`src/rtl/core/swr_pkg.sv`:
```
// Shared types and constants of the sliding window rank block.
// Used by swr_cell, swr_rank and sliding_window_rank; depends on nothing.
package swr_pkg;

   localparam int WINDOW_MAX  = 128;
   localparam int SAMPLE_BITS = 32;

   localparam int LEN_W      = 8;
   localparam int TOL_W      = 16;
   localparam int PTR_W      = $clog2(WINDOW_MAX);
   localparam int CNT_W      = $clog2(WINDOW_MAX + 1);
   localparam int EXT_W      = (LEN_W > CNT_W) ? LEN_W : CNT_W;
   localparam int RANK_W     = 13;
   localparam int PROD_W     = 2 * CNT_W;

   localparam int GRP        = 8;
   localparam int NGRP       = (WINDOW_MAX + GRP - 1) / GRP;
   localparam int QUAD       = 4;
   localparam int NQUAD      = (NGRP + QUAD - 1) / QUAD;
   localparam int GCNT_W     = $clog2(GRP + 1);
   localparam int QCNT_W     = $clog2(QUAD * GRP + 1);

   localparam int REQ_W      = 32;
   localparam int RSP_W      = 32;
   localparam int RSP_PAD    = RSP_W - (RANK_W + 2 * CNT_W + 2);
   localparam int CSR_IDX_W  = 1;
   localparam int CSR_DATA_W = 16;

   localparam logic [LEN_W-1:0]       LEN_RESET   = LEN_W'(128);
   localparam logic [SAMPLE_BITS-1:0] SAMPLE_SIGN = {1'b1, {(SAMPLE_BITS - 1){1'b0}}};

   typedef enum logic [CSR_IDX_W-1:0] {
      REG_WINDOW_LEN = 1'b0,
      REG_TIE_TOL    = 1'b1
   } csr_reg_type;

   typedef enum logic [1:0] {
      CELL_HOLD,
      CELL_EVICT,
      CELL_INSERT,
      CELL_CLEAR
   } cell_op_type;

   typedef struct packed {
      cell_op_type            op;
      logic [SAMPLE_BITS-1:0] key;
      logic [TOL_W-1:0]       tol;
   } cell_cmd_type;

   typedef struct packed {
      logic tie;
      logic above;
   } cell_flag_type;

   typedef enum logic [2:0] {
      ST_IDLE,
      ST_EVICT,
      ST_INSERT,
      ST_TALLY,
      ST_RANK
   } state_type;

endpackage

```
`src/rtl/core/swr_cell.sv`:
```
// One cell of the sorted chain: holds one window entry and its valid bit.
// Depends on swr_pkg.
module swr_cell import swr_pkg::*; (
   input  logic                   clock,
   input  logic                   reset,
   input  cell_cmd_type           cmd,
   input  logic [SAMPLE_BITS-1:0] prev_value,
   input  logic                   prev_valid,
   input  logic                   prev_lt,
   input  logic [SAMPLE_BITS-1:0] next_value,
   input  logic                   next_valid,
   output logic [SAMPLE_BITS-1:0] value,
   output logic                   valid,
   output logic                   lt,
   output cell_flag_type          flag
);

   logic [SAMPLE_BITS-1:0] value_ff, value_in;
   logic                   valid_ff, valid_in;
   logic [SAMPLE_BITS-1:0] diff;
   logic                   greater;
   logic                   tie;

   assign value = value_ff;
   assign valid = valid_ff;

   // An empty cell sorts below every sample, so the insert point lands after the
   // last held entry.
   assign lt = !valid_ff || (value_ff < cmd.key);

   assign greater = value_ff > cmd.key;
   assign diff    = greater ? (value_ff - cmd.key) : (cmd.key - value_ff);
   assign tie     = valid_ff &&
                    ({{TOL_W{1'b0}}, diff} <= {{SAMPLE_BITS{1'b0}}, cmd.tol});
   assign flag.tie   = tie;
   assign flag.above = valid_ff && greater && !tie;

   always_comb begin
      value_in = value_ff;
      valid_in = valid_ff;
      case (cmd.op)
         CELL_EVICT: begin
            // Entries from the first one equal to the evicted sample onward move up.
            if (!valid_ff || (value_ff <= cmd.key)) begin
               value_in = next_value;
               valid_in = next_valid;
            end
         end
         CELL_INSERT: begin
            if (lt && prev_lt) begin
               value_in = prev_value;
               valid_in = prev_valid;
            end else if (lt) begin
               value_in = cmd.key;
               valid_in = 1'b1;
            end
         end
         CELL_CLEAR: begin
            valid_in = 1'b0;
         end
         default: begin
            valid_in = valid_ff;
         end
      endcase
   end

   always_ff @(posedge clock) begin
      if (reset) begin
         valid_ff <= 1'b0;
      end else begin
         valid_ff <= valid_in;
      end
   end

   always_ff @(posedge clock) begin
      value_ff <= value_in;
   end

endmodule

```
`config.mk`:
```
export PLATFORM = sky130hd
export DESIGN_NAME = swr_cell
export DESIGN_NICKNAME = d
export VERILOG_FILES = /design/src/rtl/core/swr_pkg.sv /design/src/rtl/core/swr_cell.sv
export SDC_FILE = /design/constraint.sdc
export NUM_CORES = 1
export LEC_CHECK = 0
export ABC_CLOCK_PERIOD_IN_PS = 18300
export BUFFER_PORTS_ARGS = -buffer_cell sky130_fd_sc_hd__buf_2
export CAP_MARGIN = 20
export CORE_MARGIN = 3
export CORE_UTILIZATION = 52
export CTS_CLUSTER_DIAMETER = 120
export CTS_CLUSTER_SIZE = 40
export DETAILED_ROUTE_END_ITERATION = 6
export PLACE_DENSITY = 0.91
export SYNTH_ARGS = -nofsm -noshare
export SYNTH_HDL_FRONTEND = slang
export SYNTH_SLANG_ARGS = --single-unit
```
`constraint.sdc`:
```
create_clock -name clock -period 18.3 [get_ports clock]
set_clock_uncertainty 0.2 [all_clocks]
set_input_delay 3.66 -clock clock [delete_from_list [all_inputs] [get_ports clock]]
set_output_delay 3.66 -clock clock [all_outputs]
set_load 0.1 [all_outputs]
```
Word-level counts from Yosys, hierarchy flattened

Cells that the tools add are included.

Flip-flop bits (word level): 33
Bits in latches: 0
Memories kept: 0
Bits in read-only memories: 0
Word-level logic and storage cells: 34
Memory bits (writable): 0
Bits of input ports: 119

Add/subtract/negate cells: 2
Eq/ne operators: 5
Bitwise logic cells: 0
$mul: 0
Mux-type cells: 9
Shifts and indexed selects: 0
Reduce and logical (&&, ||, !) cells: 12
Divide/modulo/power cells: 0
Magnitude comparators: 4

Operators with widths:

| cell                                                             | number |
|---|---|
| 32-bit two-way mux                                               | 4 |
| 32-bit case mux with 2 select lines                              | 1 |
| 32-bit subtractor                                                | 2 |
| 32-bit > comparator                                              | 1 |
| 32-bit by 16-bit less-or-equal comparator with 1-bit output      | 1 |
| 32-bit less-or-equal comparator                                  | 1 |
| 32-bit less-than comparator                                      | 1 |
| 3-bit AND reduction                                              | 2 |
| 2-bit == test (second input constant)                            | 2 |
| 1-bit logical AND                                                | 4 |
| 1-bit two-way mux                                                | 3 |
| 3-bit inequality test (second input constant)                    | 1 |
| 1-bit case mux with 3 select lines                               | 1 |
| 3-bit nonzero test                                               | 1 |
| 2-bit by 1-bit == test with 1-bit output (second input constant) | 1 |
| 1-bit zero test                                                  | 2 |
| 1-bit logical OR                                                 | 2 |
| 2-bit inequality test (second input constant)                    | 1 |
| 2-bit nonzero test                                               | 1 |

Logic depth before layout (Yosys ltp)

Depth after elaboration: 6
Mapped depth: 26

Worst setup path before layout

No wires, ideal clock.

Path kind: input-to-output
Start: input cmd[16] (netlist name)
End: output flag[0] (netlist name)
Stages: 22
Required time: 14.440 ns
Data arrival time: 8.521 ns
Path buffers: 2
Path slack: 5.919 ns
Cell sequence: ha_1 > inv_1 > fa_1 > nand3_1 > a21oi_1 > o21ai_0 > nand2_1 > a21oi_2 > buf_2 > buf_2 > mux2i_1 > xnor2_1 > ha_1 > nand3_1 > or3_1 > a211oi_1 > a2111oi_0 > o21ai_0 > a21oi_1 > o2111ai_1 > nor4_2 > a31oi_1

RTL lines:

| element         | line           | text |
|---|---|---|
| start, declared | swr_cell.sv:6  | `input cell_cmd_type cmd,` |
| end, declared   | swr_cell.sv:15 | `output cell_flag_type flag` |

==> results_dict.tcl <==
set metrics [dict create \
    crit_path_cell_trace "buf_2, ha_1, nand4_1, nor2_1, and3_1, a31oi_1, a21oi_4, mux2i_1, xor2_1, ha_1, a21oi_1, nor2_1, a2111oi_0, nor3_1, a2111oi_0, o21ai_0, a21oi_1, o2111ai_1, nor4_2, and3_1, buf_2" \
    synthCells 792 \
    num_antenna_cells 0 \
    post_synth_num_cell_types 55 \
    coreArea_mm2 0.0109 \
    post-layout-total-power_w 0.000485 \
    critPathLaunchType "input pin" \
    share_clk_of_total_power_pct 17.8 \
    critPathArrivalTime_ns 8.79 \
    critical_path_class "in2out" \
    io-pin-count 155 \
    commonest_cells_after_routing_fill_and_taps_aside "sky130_fd_sc_hd__buf_2 (154), sky130_fd_sc_hd__inv_1 (88), sky130_fd_sc_hd__a21oi_1 (85), sky130_fd_sc_hd__nand2_1 (85), sky130_fd_sc_hd__o21ai_0 (85)" \
    pre_cts_ws_ns 5.74 \
    post_place_cells 1047 \
    worst-slew-pin-transition_ns 1.11 \
    tritoncts "built" \
    layout_commonest_cell "sky130_fd_sc_hd__buf_2" \
    post_cts.repair.setup_buffers 0 \
    setup_ws_ns 5.65 \
    critical_path_slowest_stage_cell "sky130_fd_sc_hd__ha_1" \
    rsz0062_at_grt "false" \
    initial_core_util_pct 53.8 \
    worst_hold_slack_ns 0.434 \
    track_usage_pct 27.7 \
    hold_violations 0 \
    vias_per_cell 5.99 \
    post_drt_wl_per_cell_um 17.1 \
    synth_edf_count 32 \
    via_count_of_the_first_global_routing_pass 5920 \
    design.final.nets 1115 \
    maxCapViolations 0 \
    floorplan.die.width_um 112 \
    ys_warn_count 0 \
    result_of_the_run "complete, no violations" \
    path_max_fanout 19 \
    synth-main-ff-cell "sky130_fd_sc_hd__edfxtp_1" \
    seqCellArea_um2 981 \
    final-instance-count-excl-fill 1056 \
    cts.hold.buffers_added 0 \
    power.density_mw_per_mm2 71.4 \
    synth.cell_area_mm2 0.00588 \
    cts_made_buffers 5 \
    floorplan.die_area_mm2 0.0126 \
    clk_pin_slew_ns 0.06 \
    detail_route.iter0.violations 526 \
    cts_htree_levels 2 \
    multi_input_area_mm2 0.00435 \
    global_route_total_overflow 0 \
    cellInternalPower_w 0.000242 \
    power_frac_comb_pct 62.2 \
    grt_pass1_wl_um 28900 \
    dpl.hpwl_um 14900 \
    drive_gt1_share_pct 20.0 \
    fin_crit_ns 12.65 \
    power.share.switching_pct 50.1 \
    setup_viol 0 \
    clk_root_buffer_cell "sky130_fd_sc_hd__clkbuf_16" \
    rr_worst_depth 12 \
    highest_attainable_clock_frequency_ghz 0.0791 \
    ctsResizeCount 0 \
    worstSetupEndpointType "output pin" \
    delay_of_the_slowest_cell_on_the_worst_path_ns 0.54 \
    max_slew_headroom_at_the_worst_pin_pct 24.9 \
    max_rail_drop_vdd_mv 0.0444 \
    synth_sequential_area_ratio_pct 16.7 \
    netSwitchingPower_w 0.000243 \
    final_min_period_over_clock_period_pct 69.1 \
    cts.sink_count 33 \
    synth.ff_latch_count 33 \
    hold_path_depth 2 \
    total_leakage_power_nw 3.39 \
    insertion_delay_to_the_later_sink_of_the_worst_skew_pair_ns 0.28 \
    tightest_hold_check_type "reg2reg" \
    seq_power_share_pct 20.1 \
    drcViolationCount 0 \
    antenna_left 0 \
    postSynth.asyncResetShare_pct 0 \
    totalNegativeSetupSlack_ns 0 \
    synth_fp_nets 992 \
    via_count 6325 \
    portBuffers 154 \
    drt-pass1-iter-count 5 \
    maximum_number_of_pins_on_one_net_before_global_route_repair 65 \
    fillers 1033 \
    synth_area_per_cell_um2 7.43 \
    area_growth_syn_to_layout_pct 15.4 \
    grt_antenna_before_repair 0 \
    timing.final.max_slew_violations 0 \
    cts_buffer_depth 2 \
    gp_congestion 1.08 \
    timing.critical_path.required_ns 14.44 \
    die_height_um 112 \
    drt_wl_total_um 18100 \
    rows 38 \
]
cells in the mapped netlist, types with 6 or more instances:
cell type,instances,area [um2]
sky130_fd_sc_hd__o211ai_1,6,45.0
sky130_fd_sc_hd__o21bai_1,9,67.6
sky130_fd_sc_hd__and3_1,7,43.8
sky130_fd_sc_hd__nand4_1,15,93.8
sky130_fd_sc_hd__o21a_1,9,67.6
sky130_fd_sc_hd__ha_1,79,988
sky130_fd_sc_hd__a211oi_1,9,67.6
sky130_fd_sc_hd__nor2_1,40,150
sky130_fd_sc_hd__xor2_1,16,140
sky130_fd_sc_hd__a21o_1,12,90.1
sky130_fd_sc_hd__a21oi_1,85,425
sky130_fd_sc_hd__buf_2,17,85.1
sky130_fd_sc_hd__edfxtp_1,32,961
sky130_fd_sc_hd__nand2_1,86,323
sky130_fd_sc_hd__mux2i_1,47,470
sky130_fd_sc_hd__clkbuf_1,8,30.0
sky130_fd_sc_hd__xnor2_1,16,140
sky130_fd_sc_hd__a31oi_1,6,37.5
sky130_fd_sc_hd__o21ai_0,86,430
sky130_fd_sc_hd__nor4_1,6,37.5
sky130_fd_sc_hd__buf_4,14,105
sky130_fd_sc_hd__inv_1,88,330
sky130_fd_sc_hd__nor3_1,15,75.1
sky130_fd_sc_hd__nand3_1,15,75.1
routing by layer:
metal  GRT usage, %  share of wire (%)
met4           8.49                3.0
met2           45.0                 45
met5              0                  0
met1           37.1                 43
met3           5.82                9.3
state kept, by name, summed over array words and instances, names as in the netlist:
name,flops
value,32
valid,1
area by class of cell:
cell class / count / area share (%)
Clock buffer: 6 / 1.90
Clock inverter: 2 / 0.147
Inverter: 88 / 4.86
Multi-Input combinational cell: 630 / 64.1
Sequential cell: 33 / 14.4
Tap cell: 140 / 2.58
Timing Repair Buffer: 157 / 12.0
logic make-up after synthesis:
group,after synthesis,share of synthesized area (%)
flops,33,16.7
fa+ha+maj,81,17.5
buf+inv,129,9.61
xor+xnor,32,4.76
mux,48,8.19
simple gates,205,16.6
compound gates,264,26.7
worst max-delay path: cells and delay by family:
kind            cells  cell delay (ns)
buf+inv             2             0.54
compound gates      8             1.91
fa+ha+maj           2             0.82
simple gates        7             1.33
mux                 1             0.30
xor+xnor            1             0.21
worst paths after layout:
kind | start | to | slack [ns]
max | cmd[36] | flag[1] | 5.65
min | valid | valid | 0.43
max reg2reg | value[0] | value[13] | 14.12
min reg2reg | valid | valid | 0.43
power by group through the flow:
stage	logic, W	registers [W]	clock network (W)
after detailed placement	0.000295	0.0000990	0
after floorplan	0.000181	0.000145	0
after CTS	0.000296	0.0000974	0.0000870
after global routing	0.000328	0.0000984	0.0000897
final	0.000302	0.0000973	0.0000861
after global placement	0.000291	0.0000984	0
through the flow:
stage / utilization (%) / instance area [um2]
6_report: 62.1 / 6790
3_5_place_dp: 60.6 / 6630
4_1_cts: 61.9 / 6760
3_3_place_gp: 60.6 / 6630
5_1_grt: 62.1 / 6790
2_1_floorplan: - / 5880
Note: power is estimated with default switching activity, not from simulation.
