==> src/rtl/core/swr_pkg.sv <==
// Shared types and constants of the sliding window rank block.
// Used by swr_cell, swr_rank and sliding_window_rank; depends on nothing.
package swr_pkg;

   localparam int WINDOW_MAX  = 128;
   localparam int SAMPLE_BITS = 32;

   localparam int LEN_W      = 8;
   localparam int TOL_W      = 16;
   localparam int PTR_W      = $clog2(WINDOW_MAX);
   localparam int CNT_W      = $clog2(WINDOW_MAX + 1);
   localparam int EXT_W      = (LEN_W > CNT_W) ? LEN_W : CNT_W;
   localparam int RANK_W     = 13;
   localparam int PROD_W     = 2 * CNT_W;

   localparam int GRP        = 8;
   localparam int NGRP       = (WINDOW_MAX + GRP - 1) / GRP;
   localparam int QUAD       = 4;
   localparam int NQUAD      = (NGRP + QUAD - 1) / QUAD;
   localparam int GCNT_W     = $clog2(GRP + 1);
   localparam int QCNT_W     = $clog2(QUAD * GRP + 1);

   localparam int REQ_W      = 32;
   localparam int RSP_W      = 32;
   localparam int RSP_PAD    = RSP_W - (RANK_W + 2 * CNT_W + 2);
   localparam int CSR_IDX_W  = 1;
   localparam int CSR_DATA_W = 16;

   localparam logic [LEN_W-1:0]       LEN_RESET   = LEN_W'(128);
   localparam logic [SAMPLE_BITS-1:0] SAMPLE_SIGN = {1'b1, {(SAMPLE_BITS - 1){1'b0}}};

   typedef enum logic [CSR_IDX_W-1:0] {
      REG_WINDOW_LEN = 1'b0,
      REG_TIE_TOL    = 1'b1
   } csr_reg_type;

   typedef enum logic [1:0] {
      CELL_HOLD,
      CELL_EVICT,
      CELL_INSERT,
      CELL_CLEAR
   } cell_op_type;

   typedef struct packed {
      cell_op_type            op;
      logic [SAMPLE_BITS-1:0] key;
      logic [TOL_W-1:0]       tol;
   } cell_cmd_type;

   typedef struct packed {
      logic tie;
      logic above;
   } cell_flag_type;

   typedef enum logic [2:0] {
      ST_IDLE,
      ST_EVICT,
      ST_INSERT,
      ST_TALLY,
      ST_RANK
   } state_type;

endpackage

==> src/rtl/core/swr_rank.sv <==
// Registered tally of the cell flags into tie count and rank sum.
// Depends on swr_pkg.
module swr_rank import swr_pkg::*; (
   input  logic                clock,
   input  logic                reset,
   input  logic                start,
   input  cell_flag_type       flags [WINDOW_MAX],
   output logic                done,
   output logic [RANK_W-1:0]   rank_sum,
   output logic [CNT_W-1:0]    tie_count
);

   logic [GCNT_W-1:0] grp_tie_ff [NGRP];
   logic [GCNT_W-1:0] grp_above_ff [NGRP];
   logic [GCNT_W-1:0] grp_tie_in [NGRP];
   logic [GCNT_W-1:0] grp_above_in [NGRP];
   logic [QCNT_W-1:0] quad_tie_ff [NQUAD];
   logic [QCNT_W-1:0] quad_above_ff [NQUAD];
   logic [QCNT_W-1:0] quad_tie_in [NQUAD];
   logic [QCNT_W-1:0] quad_above_in [NQUAD];
   logic [CNT_W-1:0]  tie_total_ff, tie_total_in;
   logic [CNT_W-1:0]  above_total_ff, above_total_in;
   logic [RANK_W-1:0] rank_sum_ff, rank_sum_in;
   logic [CNT_W-1:0]  tie_count_ff;
   logic [PROD_W-1:0] prod_first;
   logic [PROD_W-1:0] prod_pairs;
   logic              s1_ff, s2_ff, s3_ff, done_ff;

   // Groups of eight cells each.
   always_comb begin
      for (int g = 0; g < NGRP; g++) begin
         grp_tie_in[g]   = '0;
         grp_above_in[g] = '0;
         for (int b = 0; b < GRP; b++) begin
            if (g * GRP + b < WINDOW_MAX) begin
               grp_tie_in[g]   = grp_tie_in[g] + GCNT_W'(flags[g * GRP + b].tie);
               grp_above_in[g] = grp_above_in[g] + GCNT_W'(flags[g * GRP + b].above);
            end
         end
      end
   end

   always_comb begin
      for (int q = 0; q < NQUAD; q++) begin
         quad_tie_in[q]   = '0;
         quad_above_in[q] = '0;
         for (int k = 0; k < QUAD; k++) begin
            if (q * QUAD + k < NGRP) begin
               quad_tie_in[q]   = quad_tie_in[q] + QCNT_W'(grp_tie_ff[q * QUAD + k]);
               quad_above_in[q] = quad_above_in[q] + QCNT_W'(grp_above_ff[q * QUAD + k]);
            end
         end
      end
   end

   always_comb begin
      tie_total_in   = '0;
      above_total_in = '0;
      for (int q = 0; q < NQUAD; q++) begin
         tie_total_in   = tie_total_in + CNT_W'(quad_tie_ff[q]);
         above_total_in = above_total_in + CNT_W'(quad_above_ff[q]);
      end
   end

   // Tied entries sit in one contiguous run that starts right after the
   // entries above the tolerance band, so the index sum is closed form.
   assign prod_first  = PROD_W'(tie_total_ff) * PROD_W'(above_total_ff);
   assign prod_pairs  = PROD_W'(tie_total_ff) * PROD_W'(tie_total_ff - CNT_W'(1));
   assign rank_sum_in = RANK_W'(prod_first + (prod_pairs >> 1));

   always_ff @(posedge clock) begin
      grp_tie_ff     <= grp_tie_in;
      grp_above_ff   <= grp_above_in;
      quad_tie_ff    <= quad_tie_in;
      quad_above_ff  <= quad_above_in;
      tie_total_ff   <= tie_total_in;
      above_total_ff <= above_total_in;
      if (s3_ff) begin
         rank_sum_ff  <= rank_sum_in;
         tie_count_ff <= tie_total_ff;
      end
   end

   always_ff @(posedge clock) begin
      if (reset) begin
         s1_ff   <= 1'b0;
         s2_ff   <= 1'b0;
         s3_ff   <= 1'b0;
         done_ff <= 1'b0;
      end else begin
         s1_ff   <= start;
         s2_ff   <= s1_ff;
         s3_ff   <= s2_ff;
         done_ff <= start ? 1'b0 : (done_ff || s3_ff);
      end
   end

   assign done      = done_ff;
   assign rank_sum  = rank_sum_ff;
   assign tie_count = tie_count_ff;

endmodule

==> config.mk <==
export PLATFORM = sky130hd
export DESIGN_NAME = swr_rank
export DESIGN_NICKNAME = d
export VERILOG_FILES = /design/src/rtl/core/swr_pkg.sv /design/src/rtl/core/swr_rank.sv
export SDC_FILE = /design/constraint.sdc
export NUM_CORES = 1
export LEC_CHECK = 0
export ABC_CLOCK_PERIOD_IN_PS = 8600
export BUFFER_PORTS_ARGS = -buffer_cell sky130_fd_sc_hd__buf_4
export CORE_ASPECT_RATIO = 0.6
export CORE_MARGIN = 4
export CORE_UTILIZATION = 40
export DETAILED_ROUTE_END_ITERATION = 8
export PLACE_DENSITY = 0.71
export SLEW_MARGIN = 25
export SYNTH_ARGS = -nofsm -noshare
export SYNTH_HDL_FRONTEND = slang
export SYNTH_SLANG_ARGS = --single-unit
==> constraint.sdc <==
create_clock -name clock -period 8.6 [get_ports clock]
set_clock_uncertainty 0.2 [all_clocks]
set_input_delay 1.72 -clock clock [delete_from_list [all_inputs] [get_ports clock]]
set_output_delay 1.72 -clock clock [all_outputs]
set_load 0.03 [all_outputs]
Word-level counts from Yosys, hierarchy flattened --
Cells that the tools add are included.
Storage, ports and cells: bits in registers 217, input port bits 259, logic and storage cells 308
Cells by class: add/sub/neg operators 256, $mul 2, reduce and logical (&&, ||, !) cells 2
Operators by type and width (number):
- adder 4 x 1 -> 4 bit | 128
- adder 3 x 1 -> 4 bit | 32
- adder 2 x 1 -> 3 bit | 32
- adder 1 x 1 -> 2 bit | 32
- adder 5 x 4 -> 6 bit | 8
- adder 6 x 4 -> 6 bit | 8
- adder 4 x 4 -> 5 bit | 8
- adder 7 x 6 -> 8 bit | 2
- adder 8 x 6 -> 8 bit | 2
- adder 6 x 6 -> 7 bit | 2
- multiplier 9 x 9 -> 14 bit | 1
- adder 13 bit | 1
- multiplier 8 x 8 -> 13 bit | 1
- subtractor 8 x 1 -> 9 bit, second input constant | 1
- OR reduction 2 bit | 1
- logical OR 1 bit | 1

Longest topological paths before layout --
Gate-level depths: netlist of run 1.
depth in word-level cells 7, mapped depth 34, depth with buffers taken out 33

Worst setup path before layout of run 1 --
No wires, ideal clock.
path kind register to register, from reg tie_total_ff[0], to reg rank_sum_ff[12], in the netlist rank_sum[12] (data pin), setup time 0.261 ns, arrival 8.495 ns, required time 8.139 ns, slack -0.357 ns, cell stages (with the launch flop) 31, cells stage by stage dfxtp_1 -> inv_1 -> clkbuf_1 -> ha_1 -> or3b_4 -> or3_4 -> ha_1 -> nand2b_1 -> fa_1 -> fa_1 -> inv_1 -> fa_1 -> fa_1 -> inv_1 -> fa_1 -> inv_1 -> ha_1 -> inv_1 -> xnor2_1 -> fa_1 -> fa_1 -> inv_1 -> fa_1 -> inv_1 -> fa_1 -> inv_1 -> ha_1 -> or4_1 -> o22ai_1 -> o21ai_0 -> xnor2_1
On the way: word-level cells in the longest chain between the ends 3, elaborated cells on any way between the ends 4, classes of those cells 2 x add/sub; 2 x mul
RTL lines:
- start, declared | line swr_rank.sv:21 | logic [CNT_W-1:0] tie_total_ff, tie_total_in;
- start signal, assigned | line swr_rank.sv:76 | tie_total_ff <= tie_total_in;
- subtractor 8 x 1 -> 9 bit | line swr_rank.sv:68 | assign prod_pairs = PROD_W'(tie_total_ff) * PROD_W'(tie_total_ff - CNT_W'(1));
- multiplier 9 x 9 -> 14 bit | line swr_rank.sv:68
- adder 13 bit (*) | line swr_rank.sv:69 | assign rank_sum_in = RANK_W'(prod_first + (prod_pairs >> 1));
- named net rank_sum_in[12] | line swr_rank.sv:23 | logic [RANK_W-1:0] rank_sum_ff, rank_sum_in;
- end signal, assigned | line swr_rank.sv:79 | rank_sum_ff <= rank_sum_in;
- end, declared | line swr_rank.sv:23
Mark *: on every way through the listed nets, which the timed path passes. The rest lies on a longest branch. A chain may end at the register's enable or synchronous reset.

Final worst setup path of run 1 --
from reg tie_total_ff[1], to reg rank_sum_ff[12], in the netlist rank_sum[12] (data pin)
The elaborated chain is that of the path after synthesis.

==> impl_metrics.py, run 1 <==
metrics = {
    "layout": {
        "syn_to_final_growth_pct": 21.9,
        "fin_nets": 2666,
        "layout.cells.non_filler": 2476,
        "final_util_pct": 50.1,
        "final_cell_mix": "inv_1, fa_1, buf_4",
        "drive_gt1_share_pct": 19.1,
        "layout_commonest_cell": "inv_1",
    },
    "timing": {
        "whs_ns": 0.246,
        "tns_ns": 0,
        "worstMarginPinSlew_ns": 0.632,
        "finalCritPeriodShare_pct": 97.3,
        "slew-limit-headroom_pct": 57.9,
        "slew_violations": 0,
        "final_hold_viol_count": 0,
        "setup_viol": 0,
        "fmax_ghz": 0.119,
        "fin_crit_ns": 8.37,
    },
    "critical_path": {
        "cp_slowest_stage_delay_ns": 0.52,
        "crit_path_end_kind": "register",
        "worst_path_dominant_cell_family": "adder cells",
        "crit_path_start_kind": "register",
        "worst-path-max-fanout": 4,
        "critPathArrivalTime_ns": 8.45,
        "crit_top_cell": "fa_1",
        "cp_slowest_cell": "fa_1",
        "critPathBufInv": 8,
        "criticalPathCategory": "register to register",
        "required_ns": 8.68,
    },
    "yosys": {
        "synth_top_area_cell": "fa_1",
        "synth-seq-cells": 217,
        "synth_edf_count": 21,
        "seq_area_frac_synth_pct": 26.1,
        "synth_top_cell_area_share_pct": 34.8,
        "netlist_area_sq_mm": 0.0174,
        "synthArstFlopShare_pct": 0,
        "synth.area.top_cells": "fa_1, dfxtp_1, ha_1",
        "synth_warnings": 0,
        "yosys.cell_types.count": 28,
        "synthesis.nets": 2354,
        "syn_avg_cell_area_sq_um": 11.1,
        "synthCells": 1575,
        "synth_ff_type": "dfxtp_1",
    },
    "global_routing": {
        "grt_max_degree": 23,
        "grt_overflow_total": 0,
        "grt_pass1_vias": 12000,
        "grtUsageTotal_pct": 15.1,
        "grt_pass1_wl_um": 58300,
        "antenna_found_initial": 2,
    },
    "drt": {
        "first_pass_iters": 5,
        "wirelength_um": 34800,
        "avgViaCountPerCell": 4.35,
        "wl_per_cell_um": 14.0,
        "drt-initial-drc-count": 340,
        "drc": 0,
        "via_count": 10800,
        "antenna_left": 0,
    },
    "floorplan": {
        "start_util_pct": 41.1,
        "fp.dieH_um": 170,
        "io_pins": 281,
        "core_area_sq_mm": 0.0425,
        "die_x_um": 278,
        "die-area_sq_mm": 0.0471,
        "fp-row-count": 58,
    },
    "clock_tree": {
        "cts_inserted_buffers": 24,
        "cts_tree": "yes",
        "clock_path_buffers": 3,
        "ctsHoldBuffers": 0,
        "clk_latency_ns": 0.54,
        "cts_sinks": 217,
        "h-tree-depth": 1,
        "cts.clk_slew.worst_paths_ns": 0.07,
        "cts_root_buf": "clkbuf_16",
    },
    "min_path": {
        "hold_path.class": "register to register",
    },
    "outcome": {
        "status": "complete, no violations",
    },
    "placed_design": {
        "io_buffers": 280,
        "dp_hpwl_um": 30300,
        "dp.cells": 2429,
        "place_congestion": 0.846,
    },
    "run": {
        "max-cap-violations": 0,
    },
}
-- sequential cells by signal, indices dropped and copies added, names as in the netlist --
register,cells
rank_sum,13
quad_above_ff,24
s2_ff,1
s3_ff,1
done,1
quad_tie_ff,24
above_total_ff,8
tie_total_ff,8
grp_tie_ff,64
s1_ff,1
grp_above_ff,64
tie_count,8
-- per-stage QoR --
stage          setup slack (ns)  cell area, sq um
2_1_floorplan            0.0581             17500
3_3_place_gp             0.0764             20400
3_5_place_dp             -0.107             20400
4_1_cts                  0.0114             21200
5_1_grt                -0.00109             21300
6_report                  0.231             21300
-- worst register-to-register path: cells and delay by family (launching register included) --
| kind | cells | cell delay, ns |
|---|---|---|
| DFF | 1 | 0.34 |
| xor gates and xnor gates | 2 | 0.29 |
| AOI/OAI and AO/OA | 4 | 0.65 |
| and+or+nand+nor | 3 | 0.95 |
| buffers and inverters | 8 | 0.41 |
| adders and majority gates | 13 | 5.28 |
-- cells by family (layout without fill, tap and decap cells) --
group           count (synthesis)  after routing  share of synthesized area (%)
compound gates                 98             98                           3.23
fa+ha+maj                     520            520                           50.3
flops                         217            217                           26.1
xor+xnor                       84             84                           4.22
other cells                     0              1                              0
simple gates                  187            187                           6.00
buf+inv                       469            799                           10.1
-- per-layer routing --
| metal | track usage [%] | share of wire [%] | vias to the layer above |
|---|---|---|---|
| met2 | 24.6 | 47 | 191 |
| li1 | - | - | 5263 |
| met5 | 0 | 0 | - |
| met1 | 21.7 | 47 | 5268 |
| met3 | 2.46 | 4.6 | 44 |
| met4 | 3.04 | 2.0 | 0 |
-- what timing repair did --
action,CTS,global route
endpoints found under the setup margin,2,3
pin swaps,6,16
resized for setup,4,11
setup buffers,1,1
-- synth_stat cells, types with 5 or more instances --
cell      count
ha_1        217
nor2_1       12
nand2_1      46
edfxtp_1     21
a21oi_1      55
o21a_1        6
o21bai_1      5
xnor2_1      53
fa_1        303
clkbuf_1     10
inv_1       458
nor2b_1      61
dfxtp_1     196
xor2_1       31
a21o_1       16
o21ai_0      14
and2_1       33
nand2b_1     23
-- path summary, 6_finish.rpt --
kind                                      start           end  slack (ns)  cells after the start
worst max-delay path            tie_total_ff[1]  rank_sum[12]        0.23                     30
worst min-delay path                      s2_ff         s3_ff        0.25                      1
worst max register to register  tie_total_ff[1]  rank_sum[12]        0.23                     30
worst min register to register            s2_ff         s3_ff        0.25                      1
-- final cells by class --
class	instances	area [sq um]
inverter	458	1720
multi-input combinational	889	11200
sequential	217	4560
clock inverter	12	121
timing repair buffer	297	2230
clock buffer	32	701
tap	570	713
fill	3770	21200
antenna	1	2.50
Power of run 1 is not shown: default switching activity piles up to over one toggle a cycle in this logic, so the estimate is an artifact.
==> run 2, diff against run 1 <==
--- a/config.mk
+++ b/config.mk
@@ -12,6 +12,7 @@
 export CORE_UTILIZATION = 40
 export DETAILED_ROUTE_END_ITERATION = 8
 export PLACE_DENSITY = 0.71
+export RECOVER_POWER = 25
 export SLEW_MARGIN = 25
 export SYNTH_ARGS = -nofsm -noshare
 export SYNTH_HDL_FRONTEND = slang
==> impl_metrics.py, run 2 (synthesis results as in run 1) <==
metrics = {
    "outcome": {
        "status": "complete, no violations",
    },
    "critical_path": {
        "critPathBufInv": 8,
        "worst-path-max-fanout": 4,
        "crit_path_start_kind": "register",
        "worst_path_dominant_cell_family": "adder cells",
        "criticalPathCategory": "register to register",
        "cp_slowest_cell": "fa_1",
        "rr_startpoint": "tie_total_ff[1]",
        "crit_top_cell": "fa_1",
        "required_ns": 8.68,
        "r2r_slack_ns": 0.23,
        "r2r-end": "rank_sum[12]",
        "r2r_cells": 30,
        "crit_path_end_kind": "register",
        "cp_slowest_stage_delay_ns": 0.52,
        "critPathArrivalTime_ns": 8.45,
    },
    "run": {
        "max-cap-violations": 0,
    },
    "timing": {
        "slew_violations": 0,
        "final_hold_viol_count": 0,
        "tns_ns": 0,
        "setup_viol": 0,
        "fmax_ghz": 0.119,
        "fin_crit_ns": 8.37,
        "slew-limit-headroom_pct": 21.8,
        "finalCritPeriodShare_pct": 97.4,
        "worstMarginPinSlew_ns": 1.17,
    },
    "global_routing": {
        "grt_pass1_vias": 12000,
        "grt_overflow_total": 0,
        "antenna_found_initial": 2,
        "grt_max_degree": 23,
        "grt_pass1_wl_um": 58300,
        "grtUsageTotal_pct": 15.1,
    },
    "drt": {
        "wirelength_um": 34700,
        "avgViaCountPerCell": 4.34,
        "antenna_left": 0,
        "wl_met2_um": 16200,
        "wl_met1_um": 16100,
        "drt-initial-drc-count": 333,
        "first_pass_iters": 5,
        "via_count": 10800,
        "wl_met3_um": 1730,
        "wl_per_cell_um": 14.0,
        "dr.max_layer_used": "met4",
        "drc": 0,
    },
    "clock_tree": {
        "h-tree-depth": 1,
        "cts_root_buf": "clkbuf_16",
        "clock_path_buffers": 3,
        "cts_sinks": 217,
        "cts_inserted_buffers": 24,
        "ctsHoldBuffers": 0,
        "cts.clk_slew.worst_paths_ns": 0.07,
        "cts_tree": "yes",
        "clk_latency_ns": 0.54,
    },
    "floorplan": {
        "die_x_um": 278,
        "fp.dieH_um": 170,
        "fp-row-count": 58,
        "die-area_sq_mm": 0.0471,
        "core_area_sq_mm": 0.0425,
        "start_util_pct": 41.1,
        "io_pins": 281,
    },
    "min_path": {
        "holdPathEnd": "s2_ff",
        "hold_path.class": "register to register",
        "whs_path_depth": 1,
        "hold_start": "s1_ff",
    },
    "layout": {
        "regArea_sq_mm": 0.00456,
        "drive_gt1_share_pct": 18.8,
        "final_cell_mix": "inv_1, fa_1, buf_4",
        "fin_nets": 2666,
        "layout_commonest_cell": "inv_1",
        "reg_top3": "grp_above_ff x64, grp_tie_ff x64",
        "multi_input_area_sq_mm": 0.0112,
        "syn_to_final_growth_pct": 21.8,
        "fill_cells": 3779,
    },
    "placed_design": {
        "dp_hpwl_um": 30300,
        "place_congestion": 0.846,
        "io_buffers": 280,
    },
}
## run 2: metrics by stage
step	std cells	worst slack [ns]	area [sq um]	hold slack (ns)	utilization, %
final	2476	0.225	21200	0.249	50.0
after global routing	2476	-0.000163	21200	0.270	50.0
after CTS	2474	0.0114	21200	0.247	50.0
after detailed placement	2429	-0.107	20400	0.227	48.0
after global placement	2429	0.0764	20400	0.222	48.0
after floorplan	1575	0.0581	17500	0.203	-
## run 2: cell type report
type | count | area share, %
diodes | 1 | 0.0118
clock buffers | 32 | 3.30
inverters | 458 | 8.09
well taps | 570 | 3.36
multi-input cells | 889 | 52.8
flip-flops and latches | 217 | 21.4
repair buffers | 297 | 10.4
clock inverters | 12 | 0.571
## run 2: worst register-to-register path, delay by kind of cell, from the launching register on
family / cells / cell delay (ns)
flops: 1 / 0.34
xor+xnor: 2 / 0.29
fa+ha+maj: 13 / 5.30
buf+inv: 8 / 0.40
compound gates: 4 / 0.65
simple gates: 3 / 0.95
## run 2: worst max-delay path by stage
stage | start | to | slack, ns | cells past startpoint
floorplan | tie_total_ff[0] | rank_sum[12] | 0.06 | 31
global placement | tie_total_ff[1] | rank_sum[12] | 0.08 | 29
detailed placement | tie_total_ff[1] | rank_sum[12] | -0.11 | 30
CTS | tie_total_ff[1] | rank_sum[12] | 0.01 | 30
global route | tie_total_ff[1] | rank_sum[12] | -0.0002 | 30
finish | tie_total_ff[1] | rank_sum[12] | 0.23 | 30
## run 2: routing by layer
layer	up-vias	track usage, %
met5	-	0
met4	0	3.04
met2	184	24.6
met1	5260	21.7
met3	45	2.46
li1	5264	-
## run 2: repair_timing
action,CTS,global route
endpoints found under the hold margin,0,0
setup buffers,1,1
setup endpoints to repair,2,3
pin swaps,6,16
gates resized for setup,4,11
Power of run 2 is left out for the same reason.
